### src/hdl/spq_pkg.sv
package spq_pkg;

	localparam int DataW = 32;

	typedef enum logic {
		OP_INSERT = 1'b0,
		OP_REMOVE = 1'b1
	} op_t;

	typedef enum logic [1:0] {
		ST_INSERTED = 2'd0,
		ST_REMOVED  = 2'd1,
		ST_EMPTY    = 2'd2,
		ST_FULL     = 2'd3
	} status_t;

	typedef struct packed {
		logic [DataW-1:0] prio;
		logic [DataW-1:0] value;
	} entry_t;

	// row-wide command, already gated by fill state
	typedef struct packed {
		logic ins;
		logic rem;
	} cell_ctrl_t;

endpackage

### src/hdl/spq_cell.sv
module spq_cell (
	input  logic                clk,
	input  spq_pkg::cell_ctrl_t ctrl,
	input  logic                held,
	input  spq_pkg::entry_t     new_entry,
	input  spq_pkg::entry_t     left_entry,
	input  logic                left_gt,
	input  spq_pkg::entry_t     right_entry,
	output spq_pkg::entry_t     entry,
	output logic                gt
);
	import spq_pkg::*;

	entry_t entry_q;

	// empty slots count as greater so a new item lands at the tail
	assign gt    = !held || ($signed(entry_q.prio) > $signed(new_entry.prio));
	assign entry = entry_q;

	always_ff @(posedge clk) begin
		if (ctrl.ins) begin
			if (left_gt) begin
				entry_q <= left_entry;
			end else if (gt) begin
				entry_q <= new_entry;
			end
		end else if (ctrl.rem) begin
			entry_q <= right_entry;
		end
	end

endmodule

### src/hdl/stable_priority_queue.sv
// Stable priority queue held in a sorted row of DEPTH cells.
// The result on m_tdata/m_tuser is registered and appears in the cycle after the item is accepted.
// Throughput: one item per cycle unless m_tready stalls; each insert or remove is one
// shift of the cell row, and a new item is taken while the previous result is being taken.
// Reset (arst_n low, asynchronous): queue empty, no result pending; cell contents
// are left as they are and never read before being written.
module stable_priority_queue #(
	parameter int DEPTH = 16
) (
	input  logic        clk,
	input  logic        arst_n,
	input  logic        s_tvalid,
	output logic        s_tready,
	input  logic [63:0] s_tdata,  // in_value [31:0], in_priority [63:32]
	input  logic [0:0]  s_tuser,  // func [0]
	output logic        m_tvalid,
	input  logic        m_tready,
	output logic [71:0] m_tdata,  // out_value [31:0], out_priority [63:32], fill_level [68:64]
	output logic [1:0]  m_tuser   // status [1:0]
);
	import spq_pkg::*;

	localparam int CW = $clog2(DEPTH + 1);

	logic [CW-1:0]   count_q;
	logic [CW-1:0]   count_next;
	logic            out_valid_q;
	logic [71:0]     out_data_q;
	status_t         out_status_q;
	logic            accept;
	op_t             op;
	logic            full;
	logic            empty;
	cell_ctrl_t      ctrl;
	status_t         status;
	entry_t          new_entry;
	entry_t          head;
	entry_t          cell_entry [DEPTH];
	logic [DEPTH-1:0] cell_gt;
	logic [CW+4:0]   fill_ext;

	assign s_tready  = !out_valid_q || m_tready;
	assign accept    = s_tvalid && s_tready;
	assign op        = op_t'(s_tuser[0]);
	assign full      = (count_q == CW'(DEPTH));
	assign empty     = (count_q == '0);
	assign new_entry = '{prio: s_tdata[63:32], value: s_tdata[31:0]};
	assign head      = cell_entry[0];

	always_comb begin
		ctrl       = '{ins: 1'b0, rem: 1'b0};
		count_next = count_q;
		status     = ST_INSERTED;
		if (op == OP_INSERT) begin
			if (full) begin
				status = ST_FULL;
			end else begin
				ctrl.ins   = accept;
				count_next = count_q + 1'b1;
				status     = ST_INSERTED;
			end
		end else begin
			if (empty) begin
				status = ST_EMPTY;
			end else begin
				ctrl.rem   = accept;
				count_next = count_q - 1'b1;
				status     = ST_REMOVED;
			end
		end
	end

	assign fill_ext = {5'b0, count_next};

	for (genvar i = 0; i < DEPTH; i++) begin : g_cell
		spq_cell u_cell (
			.clk         (clk),
			.ctrl        (ctrl),
			.held        (count_q > CW'(i)),
			.new_entry   (new_entry),
			.left_entry  ((i == 0) ? new_entry : cell_entry[(i == 0) ? 0 : i - 1]),
			.left_gt     ((i == 0) ? 1'b0 : cell_gt[(i == 0) ? 0 : i - 1]),
			.right_entry (cell_entry[(i == DEPTH - 1) ? i : i + 1]),
			.entry       (cell_entry[i]),
			.gt          (cell_gt[i])
		);
	end

	always_ff @(posedge clk or negedge arst_n) begin
		if (!arst_n) begin
			count_q      <= '0;
			out_valid_q  <= 1'b0;
			out_status_q <= ST_INSERTED;
		end else begin
			if (accept) begin
				count_q      <= count_next;
				out_valid_q  <= 1'b1;
				out_status_q <= status;
			end else if (m_tready) begin
				out_valid_q <= 1'b0;
			end
		end
	end

	always_ff @(posedge clk) begin
		if (accept) begin
			out_data_q[71:69] <= '0;
			out_data_q[68:64] <= fill_ext[4:0];
			if (status == ST_REMOVED) begin
				out_data_q[63:32] <= head.prio;
				out_data_q[31:0]  <= head.value;
			end else begin
				out_data_q[63:0] <= '0;
			end
		end
	end

	assign m_tvalid = out_valid_q;
	assign m_tdata  = out_data_q;
	assign m_tuser  = out_status_q;

	a_count_bound: assert property (@(posedge clk) disable iff (!arst_n)
		count_q <= CW'(DEPTH))
		else $error("entry count beyond depth");

	a_insert_grows: assert property (@(posedge clk) disable iff (!arst_n)
		accept && op == OP_INSERT && !full |=> count_q == $past(count_q) + 1'b1)
		else $error("insert did not grow the queue");

	a_empty_zero: assert property (@(posedge clk) disable iff (!arst_n)
		m_tvalid && m_tuser == ST_EMPTY |-> m_tdata[68:0] == '0)
		else $error("empty remove result not zero");

endmodule

### config.mk
export PLATFORM = sky130hd
export DESIGN_NAME = stable_priority_queue
export DESIGN_NICKNAME = d
export VERILOG_FILES = /design/src/hdl/spq_pkg.sv /design/src/hdl/spq_cell.sv /design/src/hdl/stable_priority_queue.sv
export SDC_FILE = /design/constraint.sdc
export NUM_CORES = 2
export LEC_CHECK = 0
export ABC_AREA = 1
export BUFFER_PORTS_ARGS = -buffer_cell sky130_fd_sc_hd__buf_2
export CAP_MARGIN = 10
export CORE_UTILIZATION = 55
export CTS_CLUSTER_DIAMETER = 200
export DETAILED_ROUTE_END_ITERATION = 12
export PLACE_DENSITY = 0.74
export SKIP_LAST_GASP = 1
export SLEW_MARGIN = 10
export SYNTH_ARGS = -nofsm -noshare
export SYNTH_HDL_FRONTEND = slang
export SYNTH_SLANG_ARGS = --single-unit
### constraint.sdc
create_clock -name clk -period 4.9 [get_ports clk]
set_clock_uncertainty 0.05 [all_clocks]
set_input_delay 0.245 -clock clk [delete_from_list [all_inputs] [get_ports clk]]
set_output_delay 0.245 -clock clk [all_outputs]
set_load 0.02 [all_outputs]
; Yosys cells after proc, flatten, opt, wreduce, memory -nomap -nowiden
; Cells that the tools add are included.
[totals]
ff_bits = 1101
inputBits = 69
output_inout_bits = 76
wordCells = 216
[op_classes]
addsub = 2
n_lt_le_gt_ge = 32
eq_ne = 17
mux = 73
reduce_logical = 55
[op_table]
columns = operator, n
row1 = $mux 64, 61
row2 = $gt 32x32->1, 16
row3 = $ne 3x1->1 const B, 14
row4 = $gt 5x4->1 const B, 8
row5 = $reduce_and 2->1, 16
row6 = $gt 5x3->1 const B, 4
row7 = $logic_not 1->1, 17
row8 = $logic_or 1x1->1, 17
row9 = $mux 5, 3
row10 = $gt 5x1->1 const B, 2
row11 = $gt 5x2->1 const B, 2
row12 = $mux 1, 6
row13 = $mux 2, 3
row14 = $reduce_bool 2->1, 3
row15 = $add 5x1->5 const B, 1
row16 = $eq 5x5->1 const B, 1
row17 = $logic_not 5->1, 1
row18 = $sub 5x1->5 const B, 1
row19 = $eq 2x1->1 const B, 1
row20 = $ne 2x1->1 const B, 1
row21 = $logic_and 1x1->1, 1

; Longest topological paths before layout
[logic_depth]
ltp_word = 7
depth_mapped = 22

; Cells and area by module
; Synthesis repeated with hierarchy kept, for this count alone.
[unflattened]
hier_cells = 8366
hier_area_um2 = 68909.8
[by_module_without_submodules]
columns = mod, n_inst, cells_per_inst, area_per_inst_um2, seq_area_each_um2
row1 = spq_cell (g_cell[0].u_cell ...), 13, 500, 4075.2, 1921.8
row2 = spq_cell (g_cell[8].u_cell ...), 2, 516, 4185.3, 1921.8
row3 = spq_cell (g_cell[13].u_cell), 1, 505, 4106.4, 1921.8
row4 = stable_priority_queue, 1, 329, 3455.8, 2272.2

; Least setup slack after synthesis
; No wires, ideal clock.
[synth_path]
kind = input-to-reg
startpoint = input port s_tdata[53]
endpoint = register g_cell[15].u_cell.entry_q, in the netlist g_cell[15].u_cell.entry[0] (enable)
setup_time_ps = 487
arrival_time_ps = 5197
required_time_ps = 4363
setup_slack_ps = -835
path_stages = 16
n_path_buf = 3
cell_sequence = inv_1 > clkbuf_1 > ha_1 > a21oi_1 > nor2_1 > nor2_1 > nand3_1 > a21oi_1 > nand2_1 > nand2_1 > nand3_1 > nand2_1 > buf_4 > buf_2 > nor2_1 > nor2_1
[synth_between]
elab_chain_len = 4
elab_cells_between_ends = 6
cone_classes = 2 x order compare / 4 x reduce/logical
[synth_rtl]
columns = item, line_no
row1 = "start, declared", stable_priority_queue.sv:14  ; input logic [63:0] s_tdata,
row2 = $gt 32x32->1, spq_cell.sv:17  ; assign gt = !held || ($signed(entry_q.prio) > $signed(new_entry.prio));
row3 = $logic_or 1x1->1, spq_cell.sv:17
row4 = $reduce_bool 2->1 (no line) *, n/a
row5 = $reduce_and 2->1 (no line) *, n/a
row6 = "end signal, assigned", spq_cell.sv:23  ; entry_q <= left_entry;
row7 = "end signal, assigned", spq_cell.sv:25  ; entry_q <= new_entry;
row8 = "end signal, assigned", spq_cell.sv:28  ; entry_q <= right_entry;
row9 = "end, declared", spq_cell.sv:14  ; entry_t entry_q;
; Every way passes the cells marked *; elsewhere a longest branch is shown, timed or not.
; A chain may end at the register's enable or synchronous reset.

; Worst setup path after layout
[layout_path]
startpoint = input port s_tdata[63]
endpoint = register g_cell[15].u_cell.entry_q, in the netlist g_cell[15].u_cell.entry[14] (data pin)
[layout_between]
elab_chain_len = 3
[layout_rtl]
columns = item, line_no
row1 = $gt 32x32->1, spq_cell.sv:17
row2 = $logic_or 1x1->1, spq_cell.sv:17
row3 = $mux 64, spq_cell.sv:22  ; if (left_gt) begin
; Every way passes these cells.

==> out/summary.json <==
{
  "finish": {
    "utilization_pct": 60.23,
    "finalNonFillerCells": 11150,
    "combined_area_of_the_multi_input_logic_cells_um2": 32820,
    "layout_common_cells": "3322 x sky130_fd_sc_hd__nand2_1, 1850 x sky130_fd_sc_hd__nand3_1, 1116 x sky130_fd_sc_hd__inv_1",
    "drive_gt1_share_pct": 6.261,
    "seq_area_um2": 33020,
    "layout_commonest_cell": "sky130_fd_sc_hd__nand2_1",
    "nFillCells": 11430,
    "design.final.nets": 9874,
    "flow.area_growth_from_synthesis_pct": 8.653
  },
  "timing": {
    "fin_crit_sh_pct": 79.60,
    "period_minus_slack_ns": 3.900,
    "final-hold-violation-count": 0,
    "clock.fmax_mhz": 256.4,
    "timing.max_slew.rel_slack_pct": -1.547,
    "slew_violations": 38,
    "setup_tns_ns": 0,
    "grt_setup_unrepaired": "false",
    "finalSetupViolations": 0,
    "tightestPinTransition_ns": 1.523,
    "hold_slack_ns": 0.1951,
    "postLayoutSetupSlackWorst_ns": 0.9997
  },
  "setup_path": {
    "r2r_setup_slack_ns": 1.10,
    "r2r.worst_path.cells": 10,
    "worst_ep_required_time_ns": 5.31,
    "crit_fanout": 78,
    "rr_startpoint": "count_q[0]",
    "timing.setup.critical_path_class": "primary input to flop",
    "cp.arrival_ns": 4.31,
    "worstReg2RegEnd": "g_cell[5].u_cell.entry[23]",
    "critical_path.startpoint_type": "primary input",
    "critPathCaptureType": "flop"
  },
  "clocking": {
    "clock_tree.htree_level_count": 4,
    "max-clock-path-buffers": 3,
    "numClockSinks": 1101,
    "clock_tree_from_tritoncts": "yes",
    "cts_buffers": 131,
    "clock_latency_on_the_worst_skew_pair_ns": 0.78,
    "root_buffer_cell": "sky130_fd_sc_hd__clkbuf_16",
    "setup_bufs_post_cts": 0,
    "clkSlewWorstSetupHoldPaths_ns": 0.06
  },
  "power_and_ir_drop": {
    "p_comb_share_pct": 42.0,
    "cellLeakagePower_nw": 38.90,
    "power_density_nw_per_um2": 557.5,
    "switching_share_pct": 42.59,
    "power.share.clock_pct": 21.4,
    "switching_power_mw": 18.80,
    "p_seq_share_pct": 36.6,
    "cell_internal_pwr_mw": 25.34,
    "irDropWorstVdd_uv": 390.2
  },
  "route": {
    "drt_first_iter_violations": 7574,
    "num_vias": 61950,
    "drt_drc": 0,
    "finalWirelength_um": 189200,
    "vias_per_std_cell": 5.557,
    "wire_per_inst_um": 16.97,
    "drtPass1Iterations": 6,
    "drtAntennaViolNets": 0
  },
  "floorplan": {
    "effective_utilization_at_floorplan_pct": 55.44,
    "die_x_um": 366.0,
    "placeableCoreArea_um2": 131500,
    "num_io_pins": 145,
    "design.die.area_um2": 134000,
    "die_height_um": 366.0,
    "rows": 133
  },
  "synthesis": {
    "synthDistinctLibCells": 40,
    "seq_area_frac_synth_pct": 45.31,
    "synth_async_sr_flop_share_pct": 0.7266,
    "yosys_warn_count": 0,
    "syn_area_per_cell_um2": 7.764,
    "number_of_synthesized_flops_with_an_enable_pin": 1093,
    "ys.flop_type": "sky130_fd_sc_hd__edfxtp_1",
    "synthesis.instances": 9387,
    "mappedNetlistArea_um2": 72880,
    "synth_seq_cells": 1101
  },
  "grt": {
    "grt_pass1_vias": 58030,
    "grt_overflow": 0,
    "grt_antenna_before_repair": 1,
    "grt_start_max_net_pins": 288,
    "grt_pass1_wl_um": 309800,
    "grt_use_total_pct": 27.83
  },
  "place": {
    "numPlacedInstances": 10840,
    "dp_hpwl_um": 132600,
    "detailedPlace.worstSlack_ns": 0.9138,
    "gp_routability_congestion": 0.9119,
    "port_buffers": 141
  },
  "worst_hold_path": {
    "hold_depth": 3,
    "hp-start": "s_tdata[32]",
    "hold_crit_class": "primary input to flop",
    "min_delay_worst_endpoint": "g_cell[0].u_cell.entry[32]"
  },
  "job": {
    "maxCapViolations": 0
  },
  "run_status": {
    "status": "finished with violations",
    "violations": "slew limit"
  }
}
area by class of cell:
type	count	area share, %
Sequential cell	1101	41.70
Antenna cell	1	0.003160
Inverter	1122	5.330
Tap cell	1755	2.773
Clock inverter	69	0.6368
Clock buffer	168	4.529
Multi-Input combinational cell	6569	41.45
Timing Repair Buffer	363	3.577
registers in the layout (all words and copies together) (netlist names):
| name | flops |
|---|---|
| count_q | 5 |
| g_cell.u_cell.entry | 1024 |
| m_tuser | 2 |
| m_tvalid | 1 |
| m_tdata | 69 |
worst max-delay path, stage by stage:
cell and delay [ns]:
sky130_fd_sc_hd__dlygate4sd3_1 0.53, sky130_fd_sc_hd__buf_2 0.13, sky130_fd_sc_hd__inv_1 0.34, sky130_fd_sc_hd__buf_4 0.36
sky130_fd_sc_hd__ha_1 0.29, sky130_fd_sc_hd__nand2_1 0.10, sky130_fd_sc_hd__nor2_1 0.18, sky130_fd_sc_hd__nand2_1 0.14
sky130_fd_sc_hd__nor4_2 0.50, sky130_fd_sc_hd__nand2_1 0.17, sky130_fd_sc_hd__nand3_1 0.10, sky130_fd_sc_hd__nand3_1 0.14
sky130_fd_sc_hd__nand2_4 0.15, sky130_fd_sc_hd__buf_4 0.60, sky130_fd_sc_hd__o21ai_0 0.22
Yosys cell counts, types with 3 or more instances:
master                     instances  area, um^2
sky130_fd_sc_hd__a21o_1            7       52.55
sky130_fd_sc_hd__a21oi_1         213        1066
sky130_fd_sc_hd__and3_1            3       18.77
sky130_fd_sc_hd__buf_1            49       183.9
sky130_fd_sc_hd__buf_12            6       120.1
sky130_fd_sc_hd__buf_2           263        1316
sky130_fd_sc_hd__buf_4            46       345.3
sky130_fd_sc_hd__buf_6            32       360.4
sky130_fd_sc_hd__clkbuf_1        201       754.5
sky130_fd_sc_hd__dfrtp_1           8       200.2
sky130_fd_sc_hd__edfxtp_1       1093       32820
sky130_fd_sc_hd__ha_1            517        6469
sky130_fd_sc_hd__inv_1          1120        4204
sky130_fd_sc_hd__nand2_1        3353       12590
sky130_fd_sc_hd__nand2_2          53       331.6
sky130_fd_sc_hd__nand3_1        1860        9309
sky130_fd_sc_hd__nand4_1          52       325.3
sky130_fd_sc_hd__nor2_1          238       893.4
sky130_fd_sc_hd__nor2_2            3       18.77
sky130_fd_sc_hd__nor2b_1           3       18.77
sky130_fd_sc_hd__nor3_1           20       100.1
sky130_fd_sc_hd__nor4_2            4       50.05
sky130_fd_sc_hd__o21a_1           22       165.2
sky130_fd_sc_hd__o21ai_0         187       935.9
sky130_fd_sc_hd__o21ai_1           5       25.02
sky130_fd_sc_hd__o21bai_1         10       75.07
cells by family after synthesis:
logic type	Yosys count	share of synthesized area, %
simple gates	5596	32.53
compound gates	451	3.250
xor+xnor	2	0.02404
other cells	1	0.005145
flops	1101	45.31
buf+inv	1719	10.01
fa+ha+maj	517	8.876
worst max-delay path by stage:
| stage | slack, ns | from | cells after the start | endpoint |
|---|---|---|---|---|
| 2_1_floorplan | 0.25 | s_tdata[61] | 15 | g_cell[13].u_cell.entry[0] |
| 3_3_place_gp | 0.98 | s_tdata[63] | 14 | g_cell[15].u_cell.entry[39] |
| 3_5_place_dp | 0.91 | s_tdata[63] | 14 | g_cell[15].u_cell.entry[4] |
| 4_1_cts | 1.15 | count_q[0] | 10 | g_cell[5].u_cell.entry[10] |
| 5_1_grt | 0.82 | s_tdata[63] | 15 | g_cell[15].u_cell.entry[4] |
| 6_report | 1.0 | s_tdata[63] | 15 | g_cell[15].u_cell.entry[14] |
metrics by stage:
stage / power [mW] / area (um^2)
finish: 44.14 / 79190
global route: 47.29 / 79180
CTS: 44.01 / 79180
detailed placement: 34.49 / 74400
global placement: 33.88 / 74400
floorplan: 30.20 / 72900
layer usage:
layer	vias up	global-route usage, %	share of wire (%)
li1	30570	-	-
met1	28340	41.58	46
met2	2771	42.09	43
met3	264	3.856	8.7
met4	0	7.797	2.2
met5	-	0	0
power groups by stage:
stage	Sequential, mW	Clock (mW)	Combinational, mW
final	16.2	9.44	18.5
after global routing	16.5	9.88	21.0
after CTS	16.1	9.53	18.4
after detailed placement	16.3	0	18.2
after global placement	16.2	0	17.7
after floorplan	15.9	0	14.3
what timing repair did:
action / 4_1_cts / 5_1_grt
endpoints found under the setup margin: 0 / 0
hold endpoints to repair: 79 / 0
hold buffers: 69 / 0
resized for setup: 0 / 0
(Power assumes the default switching activity.)
